<file path="config.mk">
export PLATFORM = sky130hd
export DESIGN_NAME = permutation_rank_encoder_core
export DESIGN_NICKNAME = d
export VERILOG_FILES = /design/src/hdl/permrk_pkg.sv /design/src/hdl/permutation_rank_encoder_core.sv
export SDC_FILE = /design/constraint.sdc
export NUM_CORES = 1
export LEC_CHECK = 0
export BUFFER_PORTS_ARGS = -buffer_cell sky130_fd_sc_hd__buf_4
export CELL_PAD_IN_SITES_DETAIL_PLACEMENT = 0
export CELL_PAD_IN_SITES_GLOBAL_PLACEMENT = 1
export CORE_UTILIZATION = 25
export DETAILED_ROUTE_END_ITERATION = 8
export GPL_ROUTABILITY_DRIVEN = 0
export PLACE_DENSITY_LB_ADDON = 0.1
export SETUP_SLACK_MARGIN = 0.3
export SYNTH_ARGS = -nofsm -noshare
export SYNTH_HDL_FRONTEND = slang
export SYNTH_SLANG_ARGS = --single-unit
</file>
<file path="constraint.sdc">
create_clock -name clock -period 22.4 [get_ports clock]
set_input_delay 2.24 -clock clock [delete_from_list [all_inputs] [get_ports clock]]
set_output_delay 2.24 -clock clock [all_outputs]
set_load 0.02 [all_outputs]
</file>
<file path="src/hdl/permrk_pkg.sv">
// Widths and constants of the permutation rank encoder.
// No dependencies; used by the core and by its checker.
package permrk_pkg;

   localparam int ELEM_W     = 5;
   localparam int SIZE_W     = 5;
   localparam int RANK_W     = 45;
   localparam int REQ_DATA_W = 8;
   localparam int RSP_DATA_W = 48;

   localparam logic [SIZE_W-1:0] SIZE_RESET = SIZE_W'(16);

   // Status codes carried on the result tuser.
   localparam logic STATUS_OK  = 1'b0;
   localparam logic STATUS_ERR = 1'b1;

endpackage

</file>
<file path="src/hdl/permutation_rank_encoder_core.sv">
// Permutation rank encoder: Lehmer-code ranking of a streamed permutation.
// Depends on permrk_pkg.
// Usage:
//   Elements of a permutation of 1..n arrive one per beat on the req_ channel
//   (req_tdata[4:0]). After the n-th element one result beat leaves on the
//   rsp_ channel: the zero-based lexicographic rank in rsp_tdata[44:0] and the
//   status in rsp_tuser (0 ok, 1 a value out of range or repeated, rank then 0).
//   n is set by writing csr_wdata with csr_we high while the block is idle;
//   a write also discards any permutation in progress. 0 acts as 1 and values
//   above MAX_SIZE act as MAX_SIZE.
// Timing:
//   One beat is accepted every cycle unless a held result stalls a finishing
//   element. A beat is captured in an input register, then the digit search,
//   mask update and rank multiply-add run combinationally into the state and
//   result registers. The 45 by 5 bit multiply-add sets the path.
// Reset and stalls:
//   Synchronous reset empties both registers, sets n to 16 and clears the
//   permutation state. While a result waits on rsp_tready, elements that do
//   not finish a permutation keep flowing; the one that would finish the next
//   permutation waits in the input register and req_tready drops.
module permutation_rank_encoder_core
   import permrk_pkg::*;
#(
   parameter int MAX_SIZE = 16
) (
   input  logic                  clock,
   input  logic                  reset,
   input  logic                  csr_we,
   input  logic [SIZE_W-1:0]     csr_wdata,
   input  logic                  req_tvalid,
   output logic                  req_tready,
   input  logic [REQ_DATA_W-1:0] req_tdata,   // [4:0] element, [7:5] zero
   output logic                  rsp_tvalid,
   input  logic                  rsp_tready,
   output logic [RSP_DATA_W-1:0] rsp_tdata,   // [44:0] rank, [47:45] zero
   output logic                  rsp_tuser    // [0] status
);

   localparam int DIGIT_W = $clog2(MAX_SIZE + 1);
   localparam logic [SIZE_W-1:0] MAX_SIZE_L = SIZE_W'(MAX_SIZE);

   logic [SIZE_W-1:0]   perm_size_ff;
   logic [MAX_SIZE-1:0] mask_ff, mask_in;
   logic [RANK_W-1:0]   rank_ff, rank_in;
   logic [SIZE_W-1:0]   pos_ff, pos_in;
   logic                err_ff, err_in;
   logic                in_vld_ff, in_vld_in;
   logic [ELEM_W-1:0]   in_elem_ff;
   logic                rsp_vld_ff, rsp_vld_in;
   logic [RANK_W-1:0]   rsp_rank_ff;
   logic                rsp_status_ff;

   logic [SIZE_W-1:0]         size_eff;
   logic [MAX_SIZE-1:0]       sel_vec;
   logic [DIGIT_W-1:0]        digit;
   logic                      elem_ok;
   logic [SIZE_W-1:0]         pos_inc;
   logic [SIZE_W-1:0]         weight;
   logic [RANK_W+SIZE_W-1:0]  product;
   logic [RANK_W-1:0]         rank_next;
   logic                      err_next;
   logic                      s1_last;
   logic                      s1_fire;

   always_comb begin
      if (perm_size_ff == '0) begin
         size_eff = SIZE_W'(1);
      end else if (perm_size_ff > MAX_SIZE_L) begin
         size_eff = MAX_SIZE_L;
      end else begin
         size_eff = perm_size_ff;
      end
   end

   // Digit = number of still unused values below the element.
   always_comb begin
      digit = '0;
      for (int i = 0; i < MAX_SIZE; i++) begin
         sel_vec[i] = (in_elem_ff == ELEM_W'(i + 1));
         if ((ELEM_W'(i + 1) < in_elem_ff) && mask_ff[i]) begin
            digit = digit + DIGIT_W'(1);
         end
      end
   end

   assign elem_ok = (in_elem_ff != '0) && (in_elem_ff <= size_eff) && (|(sel_vec & mask_ff));

   assign pos_inc   = pos_ff + SIZE_W'(1);
   assign s1_last   = (pos_inc >= size_eff);
   assign weight    = (pos_ff < size_eff) ? (size_eff - pos_ff) : SIZE_W'(1);
   assign product   = {{SIZE_W{1'b0}}, rank_ff} * {{RANK_W{1'b0}}, weight};
   assign rank_next = product[RANK_W-1:0] + (elem_ok ? RANK_W'(digit) : '0);
   assign err_next  = err_ff | ~elem_ok;

   // The finishing element waits only when the result register is still held.
   assign s1_fire    = in_vld_ff && (!s1_last || !rsp_vld_ff || rsp_tready);
   assign req_tready = !in_vld_ff || s1_fire;

   always_comb begin
      mask_in = mask_ff;
      rank_in = rank_ff;
      pos_in  = pos_ff;
      err_in  = err_ff;
      if (csr_we) begin
         mask_in = '1;
         rank_in = '0;
         pos_in  = '0;
         err_in  = 1'b0;
      end else if (s1_fire) begin
         if (s1_last) begin
            mask_in = '1;
            rank_in = '0;
            pos_in  = '0;
            err_in  = 1'b0;
         end else begin
            mask_in = elem_ok ? (mask_ff & ~sel_vec) : mask_ff;
            rank_in = rank_next;
            pos_in  = pos_inc;
            err_in  = err_next;
         end
      end
   end

   always_comb begin
      in_vld_in = in_vld_ff;
      if (req_tvalid && req_tready) begin
         in_vld_in = 1'b1;
      end else if (s1_fire) begin
         in_vld_in = 1'b0;
      end
   end

   always_comb begin
      rsp_vld_in = rsp_vld_ff;
      if (s1_fire && s1_last) begin
         rsp_vld_in = 1'b1;
      end else if (rsp_tready) begin
         rsp_vld_in = 1'b0;
      end
   end

   always_ff @(posedge clock) begin
      if (reset) begin
         perm_size_ff <= SIZE_RESET;
         mask_ff      <= '1;
         rank_ff      <= '0;
         pos_ff       <= '0;
         err_ff       <= 1'b0;
         in_vld_ff    <= 1'b0;
         rsp_vld_ff   <= 1'b0;
      end else begin
         if (csr_we) begin
            perm_size_ff <= csr_wdata;
         end
         mask_ff    <= mask_in;
         rank_ff    <= rank_in;
         pos_ff     <= pos_in;
         err_ff     <= err_in;
         in_vld_ff  <= in_vld_in;
         rsp_vld_ff <= rsp_vld_in;
      end
   end

   always_ff @(posedge clock) begin
      if (req_tvalid && req_tready) begin
         in_elem_ff <= req_tdata[ELEM_W-1:0];
      end
      if (s1_fire && s1_last) begin
         rsp_rank_ff   <= err_next ? '0 : rank_next;
         rsp_status_ff <= err_next ? STATUS_ERR : STATUS_OK;
      end
   end

   assign rsp_tvalid = rsp_vld_ff;
   assign rsp_tdata  = {{(RSP_DATA_W - RANK_W){1'b0}}, rsp_rank_ff};
   assign rsp_tuser  = rsp_status_ff;

endmodule

</file>
[Word-level counts from Yosys, hierarchy flattened]
Index checks and enable logic that the tools add are counted.
W data, S select, Z words.
Cells by class
  reductions and logical operators: 35
  magnitude comparators: 20
  bitwise logic cells: 5
  add/subtract/negate cells: 18
  equality and inequality tests: 16
  multipliers: 1
  multiplexer cells: 30
Operator list (count)
  $mux W5: 20
  $add A5 B1 Y5 const B: 16
  $add A45 B5 Y45: 1
  $mul A45 B5 Y45: 1
  $mux W45: 1
  $eq A5 B4 Y1 const B: 8
  $lt A4 B5 Y1 const A: 8
  $and A16 B16 Y16: 2
  $mux W16: 2
  $logic_and A1 B1 Y1: 21
  $eq A5 B3 Y1 const B: 4
  $lt A3 B5 Y1 const A: 4
  $not A16 Y16: 1
  $reduce_or A16 Y1: 1
  $eq A5 B2 Y1 const B: 2
  $lt A2 B5 Y1 const A: 2
  $mux W1: 7
  $reduce_bool A2 Y1: 3
  $eq A5 B1 Y1 const B: 1
  $eq A5 B5 Y1 const B: 1
  $ge A5 B5 Y1: 1
  $gt A5 B5 Y1 const B: 1
  $le A5 B5 Y1: 1
  $logic_not A5 Y1: 1
  other kinds (11): 15
Storage, ports and cells
  logic and storage cells: 135
  output and inout bits: 51
  flip-flop bits (word level): 125

[Depth between registers and ports, before layout]
  depth after elaboration: 36
  mapped depth: 66
  depth with buffers taken out: 65

[Worst setup path before layout]
OpenSTA, ideal clock, no wires.
  path type: register to register
  start point: reg in_elem_ff[2]
  end point: reg rsp_rank_ff[43] (data pin)
  cell stages (with the launch flop): 62
  data arrival time: 12445 ps
  period minus slack after synthesis: 12712 ps
  path buffers: 2
  path slack: 9688 ps
  cells stage by stage: edfxtp_1 clkbuf_1 clkbuf_1 o21ai_0 inv_1 ha_1 xnor2_2 ha_1 inv_1 o211ai_1 o21a_1 ha_1 o211ai_1 nand2_1 ha_1 inv_1 mux2_2 o21ai_1 [26 not listed] fa_1 fa_1 fa_1 inv_1 ha_1 a21oi_1 o21bai_1 a21oi_1 o21bai_1 a21oi_1 o21ai_0 nand2_1 o311ai_0 a21oi_1 o21a_1 o221ai_1 xnor2_1 nor2b_1
On the way
  cells in the longest elaborated chain, start to end: 35
  elaborated cells between the ends (all ways): 89
  classes of those cells: add/sub (16); order compare (17); eq/ne (16); mux (17); bitwise (3); reduce/logical (20)
Ends and longest elaborated chain
  from (decl): line permutation_rank_encoder_core.sv:48  | logic [ELEM_W-1:0] in_elem_ff;
  from (signal assigned): line permutation_rank_encoder_core.sv:166  | in_elem_ff <= req_tdata[ELEM_W-1:0];
  $lt A1 B5 Y1: line permutation_rank_encoder_core.sv:80  | if ((ELEM_W'(i + 1) < in_elem_ff) && mask_ff[i]) begin
  $logic_and A1 B1 Y1: line permutation_rank_encoder_core.sv:80
  $mux W1: line permutation_rank_encoder_core.sv:80
  $add A5 B1 Y5: line permutation_rank_encoder_core.sv:81  | digit = digit + DIGIT_W'(1);
  $mux W5: line permutation_rank_encoder_core.sv:80
  $add A5 B1 Y5: line permutation_rank_encoder_core.sv:81
  $mux W5: line permutation_rank_encoder_core.sv:80
  $add A5 B1 Y5: line permutation_rank_encoder_core.sv:81
  [19 not listed]
  $add A5 B1 Y5: line permutation_rank_encoder_core.sv:81
  $mux W5: line permutation_rank_encoder_core.sv:80
  $add A5 B1 Y5: line permutation_rank_encoder_core.sv:81
  $mux W5: line permutation_rank_encoder_core.sv:80
  $add A5 B1 Y5: line permutation_rank_encoder_core.sv:81
  $mux W5: line permutation_rank_encoder_core.sv:80
  $mux W5: line permutation_rank_encoder_core.sv:92  | assign rank_next = product[RANK_W-1:0] + (elem_ok ? RANK_W'(digit) : '0);
  $add A45 B5 Y45: line permutation_rank_encoder_core.sv:92
  to (signal assigned): line permutation_rank_encoder_core.sv:169  | rsp_rank_ff <= err_next ? '0 : rank_next;
  to (decl): line permutation_rank_encoder_core.sv:50  | logic [RANK_W-1:0] rsp_rank_ff;
Several ways; a longest one is shown, not always the timed one.
A chain may end at the register's enable or synchronous reset.

[Worst setup path in the final report]
  start point: reg in_elem_ff[3]
  end point: reg rsp_rank_ff[43] (data pin)
The elaborated chain is that of the path after synthesis.

==> out/metrics.yaml <==
run_status:
  status: "complete, no violations"
placed_design:
  postPlaceCellArea_sq_mm: 0.0146
  placed_cells: 2219
  dpl.hpwl_mm: 28.9
  port_buffers: 62
route:
  drt_first_iter_violations: 380
  wl_per_cell_um: 17.3
  route.vias.total: 10300
  first_pass_iters: 5
  remaining_drc_errors: 0
  viasPerCell: 4.58
  antenna_left: 0
  wirelength_mm: 38.9
logic_synthesis:
  yosys.area.top_type: "fa_1"
  muxShareOfSynthArea: 0.0133
  synth-simple-area-share: 0.192
  ys_warn_count: 0
  synth_cell_types: 74
  yosys.area_share.xor_xnor: 0.0740
  netlist_instances: 1513
  synthArstFlopShare: 0
  synth_top_family_by_area: "adder cells"
  synth_top_area_share: 0.190
  synth_adder_area_share: 0.301
  synth_compound_area_frac: 0.134
  avgSynthCellArea_sq_um: 8.83
  synthFlopType: "dfxtp_1"
  synth-edff-count: 51
  ys_seq_elements: 125
  synthTopCellsByArea: "fa_1, edfxtp_1, dfxtp_1"
  syn_area_sq_mm: 0.0134
  seq_area_frac_synth: 0.225
worst_hold_path:
  hold_end: "err_ff"
  hold_depth: 1
  hold_path_startpoint: "err_ff"
  min_path_type: "flop to flop"
critical_path:
  path_max_fanout: 17
  rrSetupSlack_ns: 8.04
  max_stage_delay_ns: 0.67
  end_kind: "flop"
  rr_startpoint: "in_elem_ff[3]"
  reg2reg_to: "rsp_rank_ff[43]"
  cp_slowest_cell: "edfxtp_1"
  reg2reg_depth: 62
  path_class: "flop to flop"
  arrival_ns: 14.57
  startpoint: "in_elem_ff[3]"
  setup.worst_path.start_class: "flop"
  cpMostUsedCell: "ha_1"
  critPathRequiredTime_ns: 22.61
layout:
  final_cell_mix: "nand2_1, inv_1, fa_1, nor2_1, ha_1"
  layout.cells.non_filler: 2251
  drive_gt1_frac: 0.0953
  layout.nets: 1813
  fill_cells: 5666
  stdcell_area_sq_mm: 0.0151
  mostFrequentLayoutCell: "nand2_1"
  area_growth_pct: 13.3
  antenna_cells: 0
clocking:
  cts_resized: 0
  clk_path_buf_depth: 2
  cts.hold.buffers_added: 0
  cts_setup_buffers: 0
  cts-root-buf: "clkbuf_16"
  cts.reportedPaths.clkPinSlew_ns: 0.06
  cts.sinks: 125
  cts_tree: "built"
  cts_buffers: 17
  clk_latency_ns: 0.48
  h-tree-depth: 4
floorplanning:
  ios: 69
  initial_core_util: 0.254
  rows: 84
  core-area_sq_mm: 0.0527
  dieArea_sq_mm: 0.0544
  die_y_um: 233
  die_x_um: 233
pwr:
  p_leak_nw: 7.11
  power_density_mw_per_mm2: 72.9
  irDropWorstVdd_mv: 0.0678
sta:
  slew_violations: 0
  skew_ns: 0.0203
  fin_crit_ns: 14.36
  setup_viol: 0
  fmax_ghz: 0.0697
  slew_headroom: 0.454
  hold_viol_final: 0
  period_share: 0.641
  worstMarginPinSlew_ns: 0.817
  rsz0062_at_grt: "no"
  tns_ns: 0
grt:
  grt_pass1_vias: 10800
  grtUsageTotal: 0.151
  grt_pass1_wl_mm: 62.3
  grt_antenna_before_repair: 0
  grt_max_degree: 46
  grt_overflow: 0
run:
  max_cap_viol_count: 0
## worst max-delay path, delay by kind of cell, from the launching register on
kind / cells / cell delay [ns]
xor+xnor: 2 / 0.51
mux: 6 / 1.66
buf+inv: 5 / 0.43
simple gates: 14 / 1.56
flops: 1 / 0.67
compound gates: 17 / 3.53
fa+ha+maj: 18 / 5.72
## kinds of logic (layout without fill, tap and decap cells)
family | after synthesis | after routing
AO/OA/AOI/OAI | 269 | 269
other | 1 | 3
multiplexers | 17 | 17
buffers and inverters | 210 | 258
AND/OR/NAND/NOR | 551 | 551
flip-flops | 125 | 125
adder cells (fa/ha/maj) | 245 | 245
XOR/XNOR | 95 | 95
## where the power goes
part | switching (W) | internal, W | leakage (nW)
Combinational | 0.000348 | 0.000244 | 5.79
Sequential | 0.00000445 | 0.000240 | 1.06
Clock | 0.000121 | 0.000146 | 0.251
## cell usage after synthesis (all sizes together), types with 8 or more instances
| cell | n |
|---|---|
| o21ai | 54 |
| mux2i | 11 |
| fa | 127 |
| nand2b | 15 |
| a21o | 28 |
| o31ai | 8 |
| inv | 144 |
| nand3 | 20 |
| o211ai | 8 |
| dfxtp | 74 |
| a22o | 8 |
| and2 | 55 |
| nor3 | 11 |
| ha | 118 |
| a31oi | 8 |
| a21oi | 78 |
| a22oi | 16 |
| o21a | 16 |
| clkbuf | 55 |
| o21bai | 14 |
| nor2b | 21 |
| xor2 | 28 |
| or2 | 8 |
| edfxtp | 51 |
| buf | 10 |
| xnor2 | 61 |
| nor2 | 124 |
| and3 | 54 |
| nand2 | 222 |
## through the flow
stage	total power, W	hold WS [ns]	util	worst slack [ns]
after floorplan	0.000717	0.432	-	9.69
after global placement	0.000849	0.441	0.277	7.97
after detailed placement	0.000846	0.444	0.277	7.94
after CTS	0.00113	0.458	0.287	7.91
after global routing	0.00120	0.505	0.287	6.99
final	0.00110	0.457	0.287	8.04
## registers in the layout, summed over array words and instances, names as in the netlist
| signal | count |
|---|---|
| mask_ff | 16 |
| err_ff | 1 |
| rsp_tvalid | 1 |
| perm_size_ff | 5 |
| rsp_tuser | 1 |
| pos_ff | 5 |
| rank_ff | 45 |
| in_elem_ff | 5 |
| rsp_rank_ff | 45 |
| in_vld_ff | 1 |
## routing by layer
metal,track usage,share of wire
met5,0,0
met4,0.0507,0.018
met3,0.0256,0.026
met2,0.252,0.48
met1,0.197,0.48
## worst max-delay path by stage
stage	to	slack, ns	depth (start not counted)
detailed placement	rsp_rank_ff[43]	7.94	62
CTS	rsp_rank_ff[43]	7.91	62
global placement	rsp_rank_ff[43]	7.97	62
floorplan	rsp_rank_ff[43]	9.69	61
global route	rsp_rank_ff[43]	6.99	62
finish	rsp_rank_ff[43]	8.04	62
## final cells by class
cell class / instances / area, sq um / area share
clock buffers: 21 / 460 / 0.0304
clock inverters: 11 / 71.3 / 0.00471
inverters: 145 / 544 / 0.0360
multi-input cells: 1180 / 9580 / 0.633
flip-flops and latches: 125 / 3010 / 0.199
well taps: 688 / 861 / 0.0569
repair buffers: 81 / 608 / 0.0402
Note: power is estimated with default switching activity, not from simulation.
